==> src/mts_pkg.sv <==
// shared types and constants for the min tracking stack
package mts_pkg;

  localparam int DEPTH  = 64;
  localparam int ADDR_W = (DEPTH > 1) ? $clog2(DEPTH) : 1;
  localparam int CNT_W  = $clog2(DEPTH + 1);
  localparam int DATA_W = 32;

  localparam logic signed [DATA_W-1:0] MAX_VAL = {1'b0, {(DATA_W-1){1'b1}}};

  typedef enum logic {
    FUNC_PUSH = 1'b0,
    FUNC_POP  = 1'b1
  } func_e;

  typedef struct packed {
    logic signed [DATA_W-1:0] min_val;
    logic signed [DATA_W-1:0] value;
  } entry_t;

  localparam int ENTRY_W = $bits(entry_t);

endpackage

==> src/mts_ram.sv <==
// simple dual port synchronous ram with registered read data
module mts_ram #(
  parameter int Depth = 64,
  parameter int Width = 64
) (
  input  logic                     clk_i,
  input  logic                     we_i,
  input  logic [$clog2(Depth)-1:0] waddr_i,
  input  logic [Width-1:0]         wdata_i,
  input  logic                     re_i,
  input  logic [$clog2(Depth)-1:0] raddr_i,
  output logic [Width-1:0]         rdata_o
);

  logic [Width-1:0] mem [Depth];
  logic [Width-1:0] rdata_q;

  always_ff @(posedge clk_i) begin
    if (we_i) begin
      mem[waddr_i] <= wdata_i;
    end
  end

  always_ff @(posedge clk_i) begin
    if (re_i) begin
      rdata_q <= mem[raddr_i];
    end
  end

  assign rdata_o = rdata_q;

endmodule

==> src/min_tracking_stack.sv <==
// min tracking stack top level: entry memory, cached top entry and result register
//
//  channel  | dir | tdata                                   | tuser
//  s_axis   | in  | push_value[31:0]                        | func
//  m_axis   | out | popped_value, current_min, empty, ovf   | popped_valid
//
// a push, or a pop on an empty stack, is finished in ST_IDLE; a pop that removes an
// entry goes on to ST_POP, where the new top entry, read from the entry memory
// during the pop, is loaded into the cached top entry unless the stack is now empty
// reset clears the entry count and the result register, memory is not cleared
// a result waits in the output register; the next request is taken while it drains
module min_tracking_stack (
  input  logic        clk_i,
  input  logic        rst_ni,
  input  logic        s_axis_tvalid_i,
  output logic        s_axis_tready_o,
  input  logic [31:0] s_axis_tdata_i,   // [31:0] push_value
  input  logic        s_axis_tuser_i,   // [0] func
  output logic        m_axis_tvalid_o,
  input  logic        m_axis_tready_i,
  output logic [71:0] m_axis_tdata_o,   // [31:0] popped_value, [63:32] current_min,
                                        // [64] is_empty, [65] overflow, rest zero
  output logic        m_axis_tuser_o    // [0] popped_valid
);

  typedef enum logic {
    ST_IDLE,
    ST_POP
  } state_e;

  state_e                            state_q;
  logic [mts_pkg::CNT_W-1:0]         count_q;
  mts_pkg::entry_t                   top_q;
  logic                              out_valid_q;
  logic signed [mts_pkg::DATA_W-1:0] out_popped_q;
  logic                              out_popped_valid_q;
  logic signed [mts_pkg::DATA_W-1:0] out_min_q;
  logic                              out_empty_q;
  logic                              out_ovf_q;

  logic                              accept;
  logic                              is_pop;
  logic                              full;
  logic                              empty;
  logic signed [mts_pkg::DATA_W-1:0] push_val;
  logic signed [mts_pkg::DATA_W-1:0] below_min;
  logic signed [mts_pkg::DATA_W-1:0] new_min;
  logic                              push_ok;
  logic                              pop_ok;
  logic [mts_pkg::CNT_W-1:0]         cnt_m2;
  mts_pkg::entry_t                   wr_entry;
  mts_pkg::entry_t                   rd_entry;
  logic [mts_pkg::ENTRY_W-1:0]       rd_bits;

  assign s_axis_tready_o = (state_q == ST_IDLE) && (!out_valid_q || m_axis_tready_i);
  assign accept   = s_axis_tvalid_i && s_axis_tready_o;
  assign is_pop   = (mts_pkg::func_e'(s_axis_tuser_i) == mts_pkg::FUNC_POP);
  assign full     = (count_q == mts_pkg::CNT_W'(mts_pkg::DEPTH));
  assign empty    = (count_q == '0);
  assign push_val = s_axis_tdata_i;
  assign below_min = empty ? mts_pkg::MAX_VAL : top_q.min_val;
  assign new_min   = (push_val < below_min) ? push_val : below_min;
  assign push_ok  = accept && !is_pop && !full;
  assign pop_ok   = accept && is_pop && !empty;
  assign cnt_m2   = count_q - mts_pkg::CNT_W'(2);

  assign wr_entry.min_val = new_min;
  assign wr_entry.value   = push_val;
  assign rd_entry         = mts_pkg::entry_t'(rd_bits);

  mts_ram #(
    .Depth (mts_pkg::DEPTH),
    .Width (mts_pkg::ENTRY_W)
  ) u_ram (
    .clk_i   (clk_i),
    .we_i    (push_ok),
    .waddr_i (count_q[mts_pkg::ADDR_W-1:0]),
    .wdata_i (wr_entry),
    .re_i    (pop_ok),
    .raddr_i (cnt_m2[mts_pkg::ADDR_W-1:0]),
    .rdata_o (rd_bits)
  );

  always_ff @(posedge clk_i or negedge rst_ni) begin
    if (!rst_ni) begin
      state_q            <= ST_IDLE;
      count_q            <= '0;
      out_valid_q        <= 1'b0;
      top_q              <= '0;
      out_popped_q       <= '0;
      out_popped_valid_q <= 1'b0;
      out_min_q          <= mts_pkg::MAX_VAL;
      out_empty_q        <= 1'b1;
      out_ovf_q          <= 1'b0;
    end else begin
      unique case (state_q)
        ST_IDLE: begin
          if (accept) begin
            if (!is_pop) begin
              out_popped_q       <= '0;
              out_popped_valid_q <= 1'b0;
              out_empty_q        <= 1'b0;
              out_valid_q        <= 1'b1;
              out_ovf_q          <= full;
              if (full) begin
                out_min_q <= top_q.min_val;
              end else begin
                count_q   <= count_q + mts_pkg::CNT_W'(1);
                top_q     <= wr_entry;
                out_min_q <= new_min;
              end
            end else if (empty) begin
              out_popped_q       <= '0;
              out_popped_valid_q <= 1'b0;
              out_min_q          <= mts_pkg::MAX_VAL;
              out_empty_q        <= 1'b1;
              out_ovf_q          <= 1'b0;
              out_valid_q        <= 1'b1;
            end else begin
              count_q            <= count_q - mts_pkg::CNT_W'(1);
              out_popped_q       <= top_q.value;
              out_popped_valid_q <= 1'b1;
              out_ovf_q          <= 1'b0;
              out_valid_q        <= 1'b0;
              state_q            <= ST_POP;
            end
          end else if (m_axis_tready_i) begin
            out_valid_q <= 1'b0;
          end
        end
        ST_POP: begin
          if (empty) begin
            out_min_q   <= mts_pkg::MAX_VAL;
            out_empty_q <= 1'b1;
          end else begin
            top_q       <= rd_entry;
            out_min_q   <= rd_entry.min_val;
            out_empty_q <= 1'b0;
          end
          out_valid_q <= 1'b1;
          state_q     <= ST_IDLE;
        end
        default: begin
          state_q <= ST_IDLE;
        end
      endcase
    end
  end

  assign m_axis_tvalid_o = out_valid_q;
  assign m_axis_tuser_o  = out_popped_valid_q;
  assign m_axis_tdata_o  = {6'd0, out_ovf_q, out_empty_q, out_min_q, out_popped_q};

endmodule
==> config.mk <==
export PLATFORM = sky130hd
export DESIGN_NAME = min_tracking_stack
export DESIGN_NICKNAME = d
export VERILOG_FILES = /design/src/mts_pkg.sv /design/src/mts_ram.sv /design/src/min_tracking_stack.sv
export SDC_FILE = /design/constraint.sdc
export NUM_CORES = 2
export LEC_CHECK = 0
export BUFFER_PORTS_ARGS = -buffer_cell sky130_fd_sc_hd__buf_2
export CAP_MARGIN = 25
export CORE_MARGIN = 3
export CORE_UTILIZATION = 45
export DETAILED_ROUTE_END_ITERATION = 12
export PLACE_DENSITY = 0.74
export SYNTH_ARGS = -nofsm -noshare
export SYNTH_HDL_FRONTEND = slang
export SYNTH_SLANG_ARGS = --single-unit
==> constraint.sdc <==
create_clock -name clk_i -period 6.8 [get_ports clk_i]
set_input_delay 1.7 -clock clk_i [delete_from_list [all_inputs] [get_ports clk_i]]
set_output_delay 1.7 -clock clk_i [all_outputs]
set_load 0.01 [all_outputs]
Word-level counts from Yosys, hierarchy flattened
Memory sizes are Yosys's and may differ from the RTL's. A register that Yosys moved wholly into a read port is not among the register bits.
Cells that the tools add are included.
{"block": "classes", "addsub": 3, "n_lt_le_gt_ge": 1, "eq_ne": 9, "n_mux": 34, "bitwise": 1, "n_reduce_logical": 16}
{"op": "$mux 32", "count": 9}
{"op": "$mux 64", "count": 4}
{"op": "$pmux 64 s2", "count": 1}
{"op": "$pmux 32 s2", "count": 1}
{"op": "$lt 32x32->1", "count": 1}
{"op": "$mux 7", "count": 3}
{"op": "$mux 1", "count": 13}
{"op": "$ne 2x2->1 const B", "count": 6}
{"op": "$reduce_and 4->1", "count": 2}
{"op": "$add 7x1->7 const B", "count": 1}
{"op": "$eq 7x7->1 const B", "count": 1}
{"op": "$logic_not 7->1", "count": 1}
{"op": "$sub 7x1->7 const B", "count": 1}
{"op": "$logic_and 1x1->1", "count": 6}
{"op": "$ne 3x3->1 const B", "count": 2}
{"op": "$pmux 1 s2", "count": 3}
{"op": "$sub 6x2->6 const B", "count": 1}
{"op": "$logic_not 1->1", "count": 4}
{"op": "$reduce_and 2->1", "count": 2}
{"op": "$logic_or 1x1->1", "count": 1}
{"op": "$not 1->1", "count": 1}
{"block": "totals", "reg_bits": 140, "mem_bits_rw": 4096, "inputBits": 37, "output_inout_bits": 75, "wordCells": 75, "n_memories": 1}
{"name": "u_ram.mem", "words": 64, "word_bits": 64, "read_ports": 1, "rd_clocked_by_memory_dff": 1, "wr": 1, "line_no": "mts_ram.sv:15", "rtl": "logic [Width-1:0] mem [Depth];"}

Longest topological paths before layout
{"block": "logic_depth", "ltp_word": 8, "depth_mapped": 16, "ltp_nobuf": 11}

Hierarchy
A second synthesis with hierarchy kept.
{"block": "hier_totals", "cells_unflattened": 7752, "hier_area_um2": 166817.5}
{"mod": "mts_ram", "n_inst": 1, "cells_per_inst": 6598, "area_per_inst_um2": 156989.3}
{"mod": "min_tracking_stack", "n_inst": 1, "cells_per_inst": 1154, "area_per_inst_um2": 9828.2}

Worst setup path before layout
No wires, ideal clock.
{"block": "synth_timing", "path_kind": "input-to-reg", "from": "input port s_axis_tvalid_i", "to": "register u_ram.rdata_q[0], in the netlist u_ram.rdata_o[0], read port of u_ram.mem (enable)", "arrival_time_ns": 6.699, "t_required_ns": 6.236, "slack_ns": -0.463, "cell_stages": 4, "n_path_buf": 2, "path_cell_list": "o211ai_1 -> clkbuf_1 -> clkbuf_1 -> nor3_1"}
{"block": "synth_between", "elab_chain_cells": 3}
{"item": "start, declared", "line_no": "min_tracking_stack.sv:15", "rtl": "input logic s_axis_tvalid_i,"}
{"item": "$logic_and 1x1->1", "line_no": "min_tracking_stack.sv:56", "rtl": "assign accept = s_axis_tvalid_i && s_axis_tready_o;"}
{"item": "$logic_and 1x1->1 (2 in a row)", "line_no": "min_tracking_stack.sv:64", "rtl": "assign pop_ok = accept && is_pop && !empty;"}
{"item": "via pop_ok", "line_no": "min_tracking_stack.sv:49", "rtl": "logic pop_ok;"}
{"item": "end, declared", "line_no": "mts_ram.sv:16", "rtl": "logic [Width-1:0] rdata_q;"}
The timed path passes the listed nets, and every way through them passes these cells.
A chain may end at the register's enable or synchronous reset.

Final worst setup path
{"block": "layout_timing", "from": "register count_q[1] in the netlist's numbering", "to": "memory u_ram.mem[47][52] (data pin)"}
{"block": "layout_between", "elab_chain_cells": 4}
{"item": "start, declared", "line_no": "min_tracking_stack.sv:32", "rtl": "logic [mts_pkg::CNT_W-1:0] count_q;"}
{"item": "start signal, assigned", "line_no": "min_tracking_stack.sv:108", "rtl": "count_q <= count_q + mts_pkg::CNT_W'(1);"}
{"item": "start signal, assigned", "line_no": "min_tracking_stack.sv:120", "rtl": "count_q <= count_q - mts_pkg::CNT_W'(1);"}
{"item": "$logic_not 7->1 *", "line_no": "min_tracking_stack.sv:59", "rtl": "assign empty = (count_q == '0);"}
{"item": "$mux 32 *", "line_no": "min_tracking_stack.sv:61", "rtl": "assign below_min = empty ? mts_pkg::MAX_VAL : top_q.min_val;"}
{"item": "$lt 32x32->1", "line_no": "min_tracking_stack.sv:62", "rtl": "assign new_min = (push_val < below_min) ? push_val : below_min;"}
{"item": "$mux 32 *", "line_no": "min_tracking_stack.sv:62"}
{"item": "via new_min, one bit", "line_no": "min_tracking_stack.sv:47", "rtl": "logic signed [mts_pkg::DATA_W-1:0] new_min;"}
{"item": "end, declared", "line_no": "mts_ram.sv:15"}
Mark *: on every way through the listed nets, which the timed path passes. The rest lies on a longest branch.

==> metrics.yaml <==
outcome: "complete, no violations"
power_dissipated_by_switching_net_loads_mw: 25.3
dominantRegCellSynth: "edfxtp_1"
ff_latch_area_um2: 128000
synth.yosys.warnings: 0
timing.final.crit_period_ps: 5910
final_setup_slack_of_the_worst_path_ps: 892
route.detailed.vias_per_inst: 6.76
syn_to_final_growth_pct: 14.1
hold_violations: 0
maximum_clock_path_buffer_count: 4
netlist_instances: 6806
tns_ps: 0
crit_path_end_kind: "flip-flop"
drv_slew: 0
max_freq_ghz: 0.169
dpl_worst_slack_ps: 1090
cts.sink_count: 4300
met2RoutedLength_mm: 233
cellLeakagePower_nw: 59.0
final_instance_count_without_filler_cells: 12400
netSwitchingFraction_pct: 30.2
final-setup-viol-count: 0
routed_wl_mm: 495
io-pin-count: 112
synth.distinct_cells: 51
timing.clock.skew_ps: 85.1
synth_edf_count: 4160
worstMarginPinSlew_ps: 1430
power.internal_mw: 58.3
power_frac_clock_pct: 27.8
syn-cell-area_um2: 165000
cell_class_contributing_the_biggest_share_of_worst_path_delay: "simple AND/OR/NAND/NOR gates"
clock_tree.htree_level_count: 5
crit_path_max_fanout: 53
holdCritPathClass: "flip-flop to flip-flop"
post_cts_hold_buffer_count: 0
rsz_0062_raised_after_global_routing: "no"
place.detailed.hpwl_mm: 241
critPathLaunch: "count_q[1]"
timing.setup.critical_path_class: "flip-flop to flip-flop"
crit_arrival_ps: 6670
initial_core_util_pct: 45.4
cts-buffers-inserted: 418
first_pass_grt_wire_length_mm: 680
grt_pass1_vias: 83500
worst_hold_startpoint: "top_q[27]"
n_fill_cell: 26600
floorplan.rows: 221
synthArstFlopShare_pct: 3.26
die-area_um2: 374000
globalRouteTotalUtil_pct: 26.3
cts_setup_buffers: 0
floorplan.die.height_um: 612
finalInstanceArea_um2: 189000
timing.hold.ws_ps: 422
drt-initial-drc-count: 14000
seqPwrFrac_pct: 40.8
placed_cells: 11600
cts_resized: 0
crit_path_buffers_inverters: 2
p_per_area_nw_per_um2: 443
vias: 84000
slowest_delay_ps: 920
synth-seq-cells: 4300
detail-route-antenna-nets: 0
globalRouteOverflowTotal: 0
detailroute.wirelength.met3_mm: 67.8
fin_total_pwr_mw: 83.6
drc_errors: 0
placement.io_buffers: 105
maxCapViolCount: 0
final_min_period_over_clock_period_pct: 86.9
floorplan.core_area_um2: 364000
max-vdd-ir-drop_mv: 0.624
synthTopCellsByArea: "edfxtp_1 76%, mux4_2 18%, dfrtp_1 1.6%, dfstp_2 0.51%, mux2i_1 0.48%"
final_nets: 7350
clockRootBuffer: "clkbuf_16"
clk_pin_slew_ps: 60
slowest_stage: "mux2i_4"
worst_ep_required_time_ps: 7570
synthDominantCellAreaShare_pct: 75.6
drive_above_1_share_pct: 33.0
final_util_pct: 51.8
finalWeightedCongestion: 0.920
r2r_start: "count_q[1]"
multi_input_gate_area_in_the_final_layout_um2: 36000
yosysTopAreaCell: "edfxtp_1"
wire_per_inst_um: 39.8
setup.worst_path.start_class: "flip-flop"
synthesis.area_per_instance_um2: 24.3
fp.dieW_um: 612
top_layer: "met5"
routed_length_on_met1_mm: 160
timing.max_slew.rel_slack_pct: 4.62
placement.cell_area_um2: 174000
power_frac_comb_pct: 31.4
initial_antenna_violation_count: 23
cp_cell_sequence: "nor3_2 -> and2_4 -> nor2_1 -> ha_1 -> a41oi_1 -> o21ai_0 -> a221o_1 -> or3_1 -> nand4_1 -> buf_12 -> mux2i_4 -> buf_4"
ys_seq_area_share_pct: 77.8
firstDrtPassIters: 7
worstSkewPairLatency_ps: 1030
tritoncts: "built"
grt_max_degree: 164
## flip-flops by register name (all words and copies together), names as in the netlist, 7 cells and up
register	cells
count_q	7
u_ram.mem	4096
top_q	64
out_popped_q	32
out_min_q	32
u_ram.rdata_o	64
## area by class of cell
cell class / count / area share, %
Antenna cell: 12 / 0.0159
Clock buffer: 537 / 5.98
Clock inverter: 228 / 1.31
Inverter: 46 / 0.0916
Multi-Input combinational cell: 2092 / 19.1
Sequential cell: 4300 / 68.1
Tap cell: 4794 / 3.18
Timing Repair Buffer: 413 / 2.19
## worst paths after layout
path                                           to  slack, ps  cells after the start
worst max register to register  u_ram.mem[47][52]        890                     12
worst min-delay path             out_popped_q[27]        420                      1
max in group asynchronous              count_q[0]       4770                      2
worst min register to register   out_popped_q[27]        420                      1
min in group asynchronous               top_q[17]        680                      1
worst max-delay path            u_ram.mem[47][52]        890                     12
## worst reg2reg max path, stage by stage, from the launching register on
cell and delay (ps):
dfrtp_4 710, nor3_2 510, and2_4 720, nor2_1 290, ha_1 380, a41oi_1 240
o21ai_0 170, a221o_1 390, or3_1 380, nand4_1 250, buf_12 340, mux2i_4 940
buf_4 370
## routing by layer
| metal | track usage (%) | up-vias |
|---|---|---|
| met3 | 7.69 | 1492 |
| met1 | 33.2 | 44800 |
| met2 | 41.1 | 7428 |
| met4 | 14.4 | 14 |
| met5 | 0 | - |
| li1 | - | 30300 |
## power by group through the flow
stage / combinational (mW) / sequential [mW] / clock [mW]
final: 26.2 / 34.1 / 23.2
after global routing: 27.5 / 34.1 / 24.4
after CTS: 26.0 / 34.1 / 23.4
after detailed placement: 25.6 / 34.6 / 0
after global placement: 25.1 / 34.5 / 0
after floorplan: 17.8 / 34.3 / 0
## synthesized netlist by cell type, drive strengths merged (2+ instances only)
| library cell | n |
|---|---|
| nand2 | 144 |
| a21oi | 22 |
| nand3 | 25 |
| mux2 | 17 |
| inv | 45 |
| and3 | 18 |
| o221ai | 15 |
| a221o | 18 |
| mux2i | 79 |
| clkbuf | 202 |
| dfrtp | 108 |
| a22o | 32 |
| o31ai | 16 |
| and4 | 2 |
| xor2 | 5 |
| a21o | 18 |
| xnor2 | 4 |
| o21ai | 121 |
| buf | 171 |
| or3 | 2 |
| nor2 | 125 |
| o2111ai | 2 |
| nor2b | 3 |
| nor3 | 7 |
| o21a | 3 |
| ha | 41 |
| a31oi | 3 |
| mux4 | 1344 |
| nor4 | 2 |
| nand4 | 7 |
| edfxtp | 4160 |
| dfstp | 32 |
## kinds of logic after synthesis
| family | count (synthesis) | share of synthesized area [%] |
|---|---|---|
| other | 1 | 0.00227 |
| AO/OA/AOI/OAI | 258 | 1.02 |
| adder cells (fa/ha/maj) | 42 | 0.323 |
| multiplexers | 1440 | 18.9 |
| flip-flops | 4300 | 77.8 |
| AND/OR/NAND/NOR | 337 | 0.851 |
| buffers and inverters | 419 | 1.08 |
| XOR/XNOR | 9 | 0.0477 |
## cell usage in the layout (no fill, tap or decap), types with 7 or more instances in the layout
cell type   count
a21o_1         18
dfstp_2        32
buf_16         12
dfrtp_1       105
nand3_1        25
nand2_1       144
nor2_4         65
clkinvlp_4     15
clkbuf_16     423
mux2i_4        32
buf_12         83
a21oi_1        20
a221o_1        18
buf_4         212
ha_1           40
a22o_1         32
clkbuf_8       28
clkinv_16      15
clkinv_1       83
o221ai_1       15
o21ai_1         9
nor2_1         59
mux4_2       1344
inv_1          44
mux2_2         17
mux2i_1        47
bufinv_16      35
clkinv_2       67
buf_2         104
diode_2        12
and3_1         18
o21ai_0       111
edfxtp_1     4160
nand4_1         7
clkbuf_1       87
o31ai_1        16
Note: power is estimated with default switching activity, not from simulation.
